### config.mk
export PLATFORM = sky130hd
export DESIGN_NAME = x86_calling_convention_scanner_top
export DESIGN_NICKNAME = d
export VERILOG_FILES = /design/src/hdl/ccs_pkg.sv /design/src/hdl/x86_calling_convention_scanner_top.sv /design/src/hdl/ccs_scan.sv /design/src/hdl/ccs_outreg.sv
export SDC_FILE = /design/constraint.sdc
export NUM_CORES = 1
export LEC_CHECK = 0
export ABC_AREA = 1
export BUFFER_PORTS_ARGS = -buffer_cell sky130_fd_sc_hd__buf_4
export CORE_MARGIN = 5
export CORE_UTILIZATION = 66
export DETAILED_ROUTE_END_ITERATION = 8
export GPL_ROUTABILITY_DRIVEN = 0
export PLACE_DENSITY = 0.86
export SYNTH_ARGS = -nofsm -noshare
export SYNTH_HDL_FRONTEND = slang
export SYNTH_HIERARCHICAL = 1
export SYNTH_SLANG_ARGS = --single-unit
### constraint.sdc
create_clock -name clk -period 4.46 [get_ports clk]
set_input_delay 0.223 -clock clk [delete_from_list [all_inputs] [get_ports clk]]
set_output_delay 0.223 -clock clk [all_outputs]
set_load 0.02 [all_outputs]
### src/hdl/ccs_pkg.sv
package ccs_pkg;

    localparam int MAX_WINDOW_DEF  = 8192;
    localparam int THIS_SCAN_LIMIT = 48;
    localparam int MAX_PARAMS      = 12;

    localparam logic [7:0] OP_MOV_RM    = 8'h89;
    localparam logic [7:0] MODRM_ECX_BP = 8'h4D;
    localparam logic [7:0] DISP_NEG_MIN = 8'h80;
    localparam logic [7:0] OP_INT3      = 8'hCC;
    localparam logic [7:0] OP_POP_EBP   = 8'h5D;
    localparam logic [7:0] OP_LEAVE     = 8'hC9;
    localparam logic [7:0] OP_RET       = 8'hC3;
    localparam logic [7:0] OP_RET_IMM   = 8'hC2;
    localparam int         RET_MAX      = 256;
    localparam logic [7:0] MODRM_MASK   = 8'hC7;
    localparam logic [7:0] MODRM_BP_D8  = 8'h45;
    localparam logic [7:0] DISP_MIN     = 8'h08;
    localparam logic [7:0] DISP_MAX     = 8'h4C;

    localparam logic [1:0] CONV_CDECL    = 2'd0;
    localparam logic [1:0] CONV_STDCALL  = 2'd1;
    localparam logic [1:0] CONV_THISCALL = 2'd2;

    localparam logic signed [7:0] COUNT_UNKNOWN = -8'sd1;

    typedef struct packed {
        logic              valid;
        logic [1:0]        convention;
        logic signed [7:0] param_count;
    } result_t;

endpackage

### src/hdl/x86_calling_convention_scanner_top.sv
// channel   dir  payload                                        accept
// s_*       in   tdata[7:0] code_byte, tlast last_byte          s_tvalid && s_tready
// m_*       out  tdata[1:0] convention, [9:2] param_count       m_tvalid && m_tready
//
// one byte accepted per cycle while no last byte waits for space; a result passes
// the input register, then the scan logic into the result register
// rst_n clears the handshake flags and the scan state; payload registers are not reset
// a stalled result blocks only the last byte of the next body, other bytes keep flowing
module x86_calling_convention_scanner_top #(
    parameter int MAX_WINDOW = ccs_pkg::MAX_WINDOW_DEF
) (
    input  logic        clk,
    input  logic        rst_n,
    input  logic        s_tvalid,
    output logic        s_tready,
    input  logic [7:0]  s_tdata,   // [7:0] code_byte
    input  logic        s_tlast,
    output logic        m_tvalid,
    input  logic        m_tready,
    output logic [15:0] m_tdata    // [1:0] convention, [9:2] param_count, [15:10] zero
);

    logic             in_valid_reg;
    logic [7:0]       in_byte_reg;
    logic             in_last_reg;
    logic             space;
    logic             step;
    ccs_pkg::result_t res;

    // a last byte waits until the result register can take its result
    assign step     = in_valid_reg && (!in_last_reg || space);
    assign s_tready = !in_valid_reg || step;

    always_ff @(posedge clk or negedge rst_n)
    begin
        if (!rst_n)
        begin
            in_valid_reg <= 1'b0;
        end
        else if (s_tready)
        begin
            in_valid_reg <= s_tvalid;
        end
    end

    always_ff @(posedge clk)
    begin
        if (s_tready && s_tvalid)
        begin
            in_byte_reg <= s_tdata;
            in_last_reg <= s_tlast;
        end
    end

    ccs_scan #(
        .MAX_WINDOW (MAX_WINDOW)
    ) u_scan (
        .clk       (clk),
        .rst_n     (rst_n),
        .step      (step),
        .code_byte (in_byte_reg),
        .last_byte (in_last_reg),
        .res       (res)
    );

    ccs_outreg u_out (
        .clk      (clk),
        .rst_n    (rst_n),
        .res      (res),
        .space    (space),
        .m_tvalid (m_tvalid),
        .m_tready (m_tready),
        .m_tdata  (m_tdata)
    );

endmodule

### src/hdl/ccs_scan.sv
module ccs_scan #(
    parameter int MAX_WINDOW = ccs_pkg::MAX_WINDOW_DEF
) (
    input  logic             clk,
    input  logic             rst_n,
    input  logic             step,
    input  logic [7:0]       code_byte,
    input  logic             last_byte,
    output ccs_pkg::result_t res
);

    localparam int PW       = $clog2(MAX_WINDOW + 1);
    localparam int THIS_END = ccs_pkg::THIS_SCAN_LIMIT + 2;

    logic [PW-1:0]     pos_reg, pos_next;
    logic [7:0]        b1_reg, b1_next;
    logic [7:0]        b2_reg, b2_next;
    logic [7:0]        b3_reg, b3_next;
    logic              this_found_reg, this_found_next;
    logic              this_stop_reg, this_stop_next;
    logic              std_found_reg, std_found_next;
    logic signed [9:0] best_ret_reg, best_ret_next;
    logic [6:0]        max_disp_reg, max_disp_next;

    logic [31:0]       p;
    logic              in_win;
    logic [15:0]       ret_n;
    logic              ret_n_ok;
    logic signed [9:0] ret_n_s;
    logic [4:0]        disp_count;

    assign p        = 32'(pos_reg);
    assign in_win   = p < 32'(MAX_WINDOW);
    assign ret_n    = {code_byte, b1_reg};
    assign ret_n_ok = (ret_n <= 16'(ccs_pkg::RET_MAX)) && (ret_n[1:0] == 2'b00);
    assign ret_n_s  = $signed({1'b0, ret_n[8:0]});

    always_comb
    begin
        pos_next        = pos_reg;
        b1_next         = b1_reg;
        b2_next         = b2_reg;
        b3_next         = b3_reg;
        this_found_next = this_found_reg;
        this_stop_next  = this_stop_reg;
        std_found_next  = std_found_reg;
        best_ret_next   = best_ret_reg;
        max_disp_next   = max_disp_reg;

        if (in_win)
        begin
            // mov [ebp-N],ecx starting two bytes back
            if (p >= 32'd5 && !this_found_reg && !this_stop_reg && p < 32'(THIS_END))
            begin
                if (b2_reg == ccs_pkg::OP_MOV_RM && b1_reg == ccs_pkg::MODRM_ECX_BP &&
                    code_byte >= ccs_pkg::DISP_NEG_MIN)
                begin
                    this_found_next = 1'b1;
                end
                else if (b2_reg == ccs_pkg::OP_INT3)
                begin
                    this_stop_next = 1'b1;
                end
            end

            // epilogue then ret imm16
            if (p >= 32'd3 && (b3_reg == ccs_pkg::OP_POP_EBP || b3_reg == ccs_pkg::OP_LEAVE) &&
                b2_reg == ccs_pkg::OP_RET_IMM)
            begin
                if (ret_n_ok && ret_n_s > best_ret_reg)
                begin
                    best_ret_next  = ret_n_s;
                    std_found_next = 1'b1;
                end
            end

            // epilogue then plain ret (never on the same byte as ret imm16)
            if (p >= 32'd2 && (b2_reg == ccs_pkg::OP_POP_EBP || b2_reg == ccs_pkg::OP_LEAVE) &&
                b1_reg == ccs_pkg::OP_RET)
            begin
                if (best_ret_reg < 10'sd0)
                begin
                    best_ret_next = 10'sd0;
                end
            end

            if (p >= 32'd2 && (b1_reg & ccs_pkg::MODRM_MASK) == ccs_pkg::MODRM_BP_D8)
            begin
                if (code_byte >= ccs_pkg::DISP_MIN && code_byte <= ccs_pkg::DISP_MAX &&
                    code_byte[1:0] == 2'b00 && code_byte[6:0] > max_disp_reg)
                begin
                    max_disp_next = code_byte[6:0];
                end
            end

            b3_next  = b2_reg;
            b2_next  = b1_reg;
            b1_next  = code_byte;
            pos_next = pos_reg + PW'(1);
        end
    end

    // result taken from the state after this byte
    always_comb
    begin
        res.valid       = step && last_byte;
        res.convention  = ccs_pkg::CONV_CDECL;
        res.param_count = ccs_pkg::COUNT_UNKNOWN;
        disp_count      = max_disp_next[6:2] - 5'd1;
        if (32'(pos_next) >= 32'd4)
        begin
            if (this_found_next)
            begin
                res.convention = ccs_pkg::CONV_THISCALL;
            end
            else if (std_found_next)
            begin
                res.convention = ccs_pkg::CONV_STDCALL;
            end
            if (best_ret_next > 10'sd0)
            begin
                res.param_count = $signed(best_ret_next[9:2]);
            end
            else if (max_disp_next >= 7'd8 && 32'(disp_count) <= 32'(ccs_pkg::MAX_PARAMS))
            begin
                res.param_count = $signed({3'b000, disp_count});
            end
        end
    end

    always_ff @(posedge clk or negedge rst_n)
    begin
        if (!rst_n)
        begin
            pos_reg        <= '0;
            b1_reg         <= '0;
            b2_reg         <= '0;
            b3_reg         <= '0;
            this_found_reg <= 1'b0;
            this_stop_reg  <= 1'b0;
            std_found_reg  <= 1'b0;
            best_ret_reg   <= -10'sd1;
            max_disp_reg   <= '0;
        end
        else if (step)
        begin
            if (last_byte)
            begin
                pos_reg        <= '0;
                b1_reg         <= '0;
                b2_reg         <= '0;
                b3_reg         <= '0;
                this_found_reg <= 1'b0;
                this_stop_reg  <= 1'b0;
                std_found_reg  <= 1'b0;
                best_ret_reg   <= -10'sd1;
                max_disp_reg   <= '0;
            end
            else
            begin
                pos_reg        <= pos_next;
                b1_reg         <= b1_next;
                b2_reg         <= b2_next;
                b3_reg         <= b3_next;
                this_found_reg <= this_found_next;
                this_stop_reg  <= this_stop_next;
                std_found_reg  <= std_found_next;
                best_ret_reg   <= best_ret_next;
                max_disp_reg   <= max_disp_next;
            end
        end
    end

    a_pos_bounded: assert property (@(posedge clk) disable iff (!rst_n)
        32'(pos_reg) <= 32'(MAX_WINDOW))
        else $error("byte position past window");

    a_clear_after_last: assert property (@(posedge clk) disable iff (!rst_n)
        step && last_byte |=> pos_reg == '0 && best_ret_reg == -10'sd1)
        else $error("state not cleared after last byte");

    a_count_range: assert property (@(posedge clk) disable iff (!rst_n)
        res.valid |-> res.param_count >= -8'sd1 && res.param_count <= 8'sd64)
        else $error("parameter count out of range");

    a_std_has_ret: assert property (@(posedge clk) disable iff (!rst_n)
        std_found_reg |-> best_ret_reg >= 10'sd0)
        else $error("stdcall flagged without a ret");

endmodule

### src/hdl/ccs_outreg.sv
module ccs_outreg (
    input  logic             clk,
    input  logic             rst_n,
    input  ccs_pkg::result_t res,
    output logic             space,
    output logic             m_tvalid,
    input  logic             m_tready,
    output logic [15:0]      m_tdata
);

    logic              valid_reg;
    logic [1:0]        conv_reg;
    logic signed [7:0] count_reg;
    logic              load;

    assign space = !valid_reg || m_tready;
    assign load  = res.valid && space;

    always_ff @(posedge clk or negedge rst_n)
    begin
        if (!rst_n)
        begin
            valid_reg <= 1'b0;
        end
        else if (load)
        begin
            valid_reg <= 1'b1;
        end
        else if (m_tready)
        begin
            valid_reg <= 1'b0;
        end
    end

    always_ff @(posedge clk)
    begin
        if (load)
        begin
            conv_reg  <= res.convention;
            count_reg <= res.param_count;
        end
    end

    assign m_tvalid = valid_reg;
    assign m_tdata  = {6'b000000, count_reg, conv_reg};

endmodule

==> impl_metrics.env <==
export IMPL_r2r_slack_ns=1.46
export IMPL_overflow=0
export IMPL_slew_viol_final=0
export IMPL_wl_per_cell_um=15.9
export IMPL_hold_buffers=1
export IMPL_p_total_uw=1610
export IMPL_nets=666
export IMPL_via_per_inst=5.86
export IMPL_synthCells=606
export IMPL_dp_cells=717
export IMPL_arrival_ns=3.11
export IMPL_ctsRootBufferMaster="clkbuf_8"
export IMPL_maxCapViolations=0
export IMPL_clockBufferDepth=2
export IMPL_grt_max_degree=61
export IMPL_cellPowerDensity_nw_per_um2=294
export IMPL_fp_dieArea_um2=9400
export IMPL_grt_pass1_vias=4112
export IMPL_hold_end="in_byte_reg[0]"
export IMPL_clock_latency_ns=0.36
export IMPL_status="complete, no violations"
export IMPL_route_final_wire_length_um=11700
export IMPL_layoutNonFillerInstCount=734
export IMPL_die_w_um=97.0
export IMPL_n_fill_cell=536
export IMPL_cts_sinks=79
export IMPL_drc_errors=0
export IMPL_dpl_worst_slack_ns=1.53
export IMPL_fmax_mhz=333
export IMPL_yosysWarnings=6
export IMPL_slew_headroom=0.413
export IMPL_finalSetupViolations=0
export IMPL_cts_setup_buffers=0
export IMPL_r2r_start="u_scan/pos_reg[13]"
export IMPL_cts_tree="built"
export IMPL_worst_slew_pin_slew_ns=0.880
export IMPL_p_leak_uw=0.00253
export IMPL_critPathCaptureType="flop"
export IMPL_min_path_type="in -> reg"
export IMPL_initial_core_util=0.684
export IMPL_largest_reg_flops=14
export IMPL_grt_pass1_wl_um=19700
export IMPL_first_pass_iters=6
export IMPL_cts_resized=0
export IMPL_fp_dieH_um=97.0
export IMPL_hold_violations=0
export IMPL_yosysSeqAreaShare=0.418
export IMPL_io_buffers=24
export IMPL_fin_util=0.750
export IMPL_synth_area_um2=4990
export IMPL_path_class="reg -> reg"
export IMPL_fin_worst_skew_ns=0.0102
export IMPL_r2r_cells=17
export IMPL_synth_cell_types=48
export IMPL_std_cell_rows=31
export IMPL_area_growth_pct=9.55
export IMPL_htreeDepth=3
export IMPL_ys_seq_elements=79
export IMPL_fin_crit_ns=3.00
export IMPL_hold_path_depth=1
export IMPL_finalSetupTns_ns=0
export IMPL_postRouteAntennaNets=0
export IMPL_crit_required_ns=4.57
export IMPL_synth_avg_cell_area_um2=8.23
export IMPL_antenna_cells=0
export IMPL_crit_fanout=15
export IMPL_rsz0062_at_grt="false"
export IMPL_setup_ws_ns=1.46
export IMPL_core_region_area_um2=7290
export IMPL_grt_antenna_before_repair=0
export IMPL_finalCritPeriodShare=0.673
export IMPL_drive_gt1_frac=0.189
export IMPL_boundaryPins=31
export IMPL_min_from="s_tdata[0]"
export IMPL_dpl_hpwl_um=8750
export IMPL_r2r_end="u_out/count_reg[3]"
export IMPL_ir_drop_mv=0.252
export IMPL_grt_use_total=0.257
export IMPL_cts_buffers=9
export IMPL_cp_start_kind="flop"
export IMPL_num_vias=4301
export IMPL_clk_pin_slew_worst_paths_ns=0.09
export IMPL_drtIter0Drc=382
[cells by family after synthesis]
| kind of cell | Yosys count | synth area share |
|---|---|---|
| simple gates | 288 | 0.306 |
| xor+xnor | 8 | 0.0140 |
| flops | 79 | 0.418 |
| other cells | 1 | 0.000752 |
| buf+inv | 124 | 0.101 |
| compound gates | 83 | 0.103 |
| fa+ha+maj | 23 | 0.0577 |
[critical path, stage by stage (launching register included)]
cell and delay [ns]:
dfrtp_1 0.67, inv_8 0.23, nand2_4 0.07, nor2_4 0.10
nand2_2 0.08, nor2_4 0.15, nand3_4 0.13, nand2_1 0.10
nand2_2 0.08, inv_1 0.13, ha_1 0.21, nand3_2 0.12
o21ai_1 0.14, nand2_1 0.10, nor2_4 0.16, nand3_1 0.12
nand2_1 0.09, nand3_1 0.07
[worst max path at each step]
| stage | startpoint | end | slack (ns) | depth (start not counted) |
|---|---|---|---|---|
| finish | u_scan/pos_reg[13] | u_out/count_reg[3] | 1.46 | 17 |
| CTS | u_scan/pos_reg[13] | u_out/count_reg[2] | 1.52 | 17 |
| floorplan | in_byte_reg[1] | u_out/count_reg[1] | 1.86 | 18 |
| global placement | in_byte_reg[4] | u_out/count_reg[2] | 1.64 | 18 |
| detailed placement | in_byte_reg[4] | u_out/count_reg[2] | 1.53 | 18 |
| global route | in_byte_reg[4] | u_out/count_reg[2] | 1.24 | 18 |
[cell usage after synthesis (all sizes together)]
library cell | count | area share
a211oi | 3 | 0.0045
a21boi | 2 | 0.0038
a21oi | 11 | 0.012
a22oi | 1 | 0.0015
a311oi | 1 | 0.0018
a31oi | 2 | 0.0025
buf | 9 | 0.013
clkbuf | 10 | 0.0075
clkinv | 1 | 0.00075
conb | 1 | 0.00075
dfrtp | 50 | 0.25
dfstp | 10 | 0.053
edfxtp | 19 | 0.11
ha | 23 | 0.058
inv | 104 | 0.080
nand2 | 136 | 0.11
nand3 | 86 | 0.11
nand3b | 1 | 0.0015
nand4 | 5 | 0.0093
nor2 | 54 | 0.065
nor3 | 2 | 0.0030
nor4 | 4 | 0.0063
o211ai | 2 | 0.0030
o21ai | 33 | 0.037
o22ai | 20 | 0.025
o31ai | 7 | 0.011
o32ai | 1 | 0.0018
xor2 | 8 | 0.014
[placed cells by master (no fill, tap or decap), drive strengths merged]
master       instances
nand2              136
inv                106
nand3               86
nor2                54
dfrtp               50
o21ai               33
buf                 26
ha                  23
o22ai               20
edfxtp              19
a21oi               11
dfstp               10
clkbuf               9
xor2                 8
o31ai                7
conb                 6
nand4                5
nor4                 4
a211oi               3
a21boi               2
bufinv               2
clkinvlp             2
a31oi                2
o211ai               2
clkinv               2
nor3                 2
dlygate4sd3          1
nand3b               1
a311oi               1
a22oi                1
o32ai                1
[final cells by class]
type                            instances  area, µm²  area share
Inverter                              105        402      0.0735
Multi-Input combinational cell        408       2420       0.443
Sequential cell                        79       2080       0.381
Tap cell                               99        124      0.0227
Clock buffer                            9        124      0.0227
Clock inverter                          7        104      0.0190
Timing Repair Buffer                   27        205      0.0375
[per-stage QoR]
| stage | hold WS (ns) | area [µm²] |
|---|---|---|
| finish | 0.0378 | 5470 |
| global placement | 0.333 | 5230 |
| global route | 0.0139 | 5470 |
| floorplan | -0.0726 | 5010 |
| detailed placement | 0.344 | 5230 |
| CTS | 0.0319 | 5470 |
[per-layer routing]
layer	vias up	global-route usage	routed length, µm
met2	246	0.383	5280
met4	0	0.0961	301
li1	2026	-	-
met1	1995	0.364	4970
met5	-	0	0
met3	34	0.0604	1090
[report_power, final]
part,internal (µW),switching [µW]
logic,55.9,141
clock network,322,288
registers,768,32.2
total,1150,462
No activity file was read; power rests on OpenSTA's default activity.
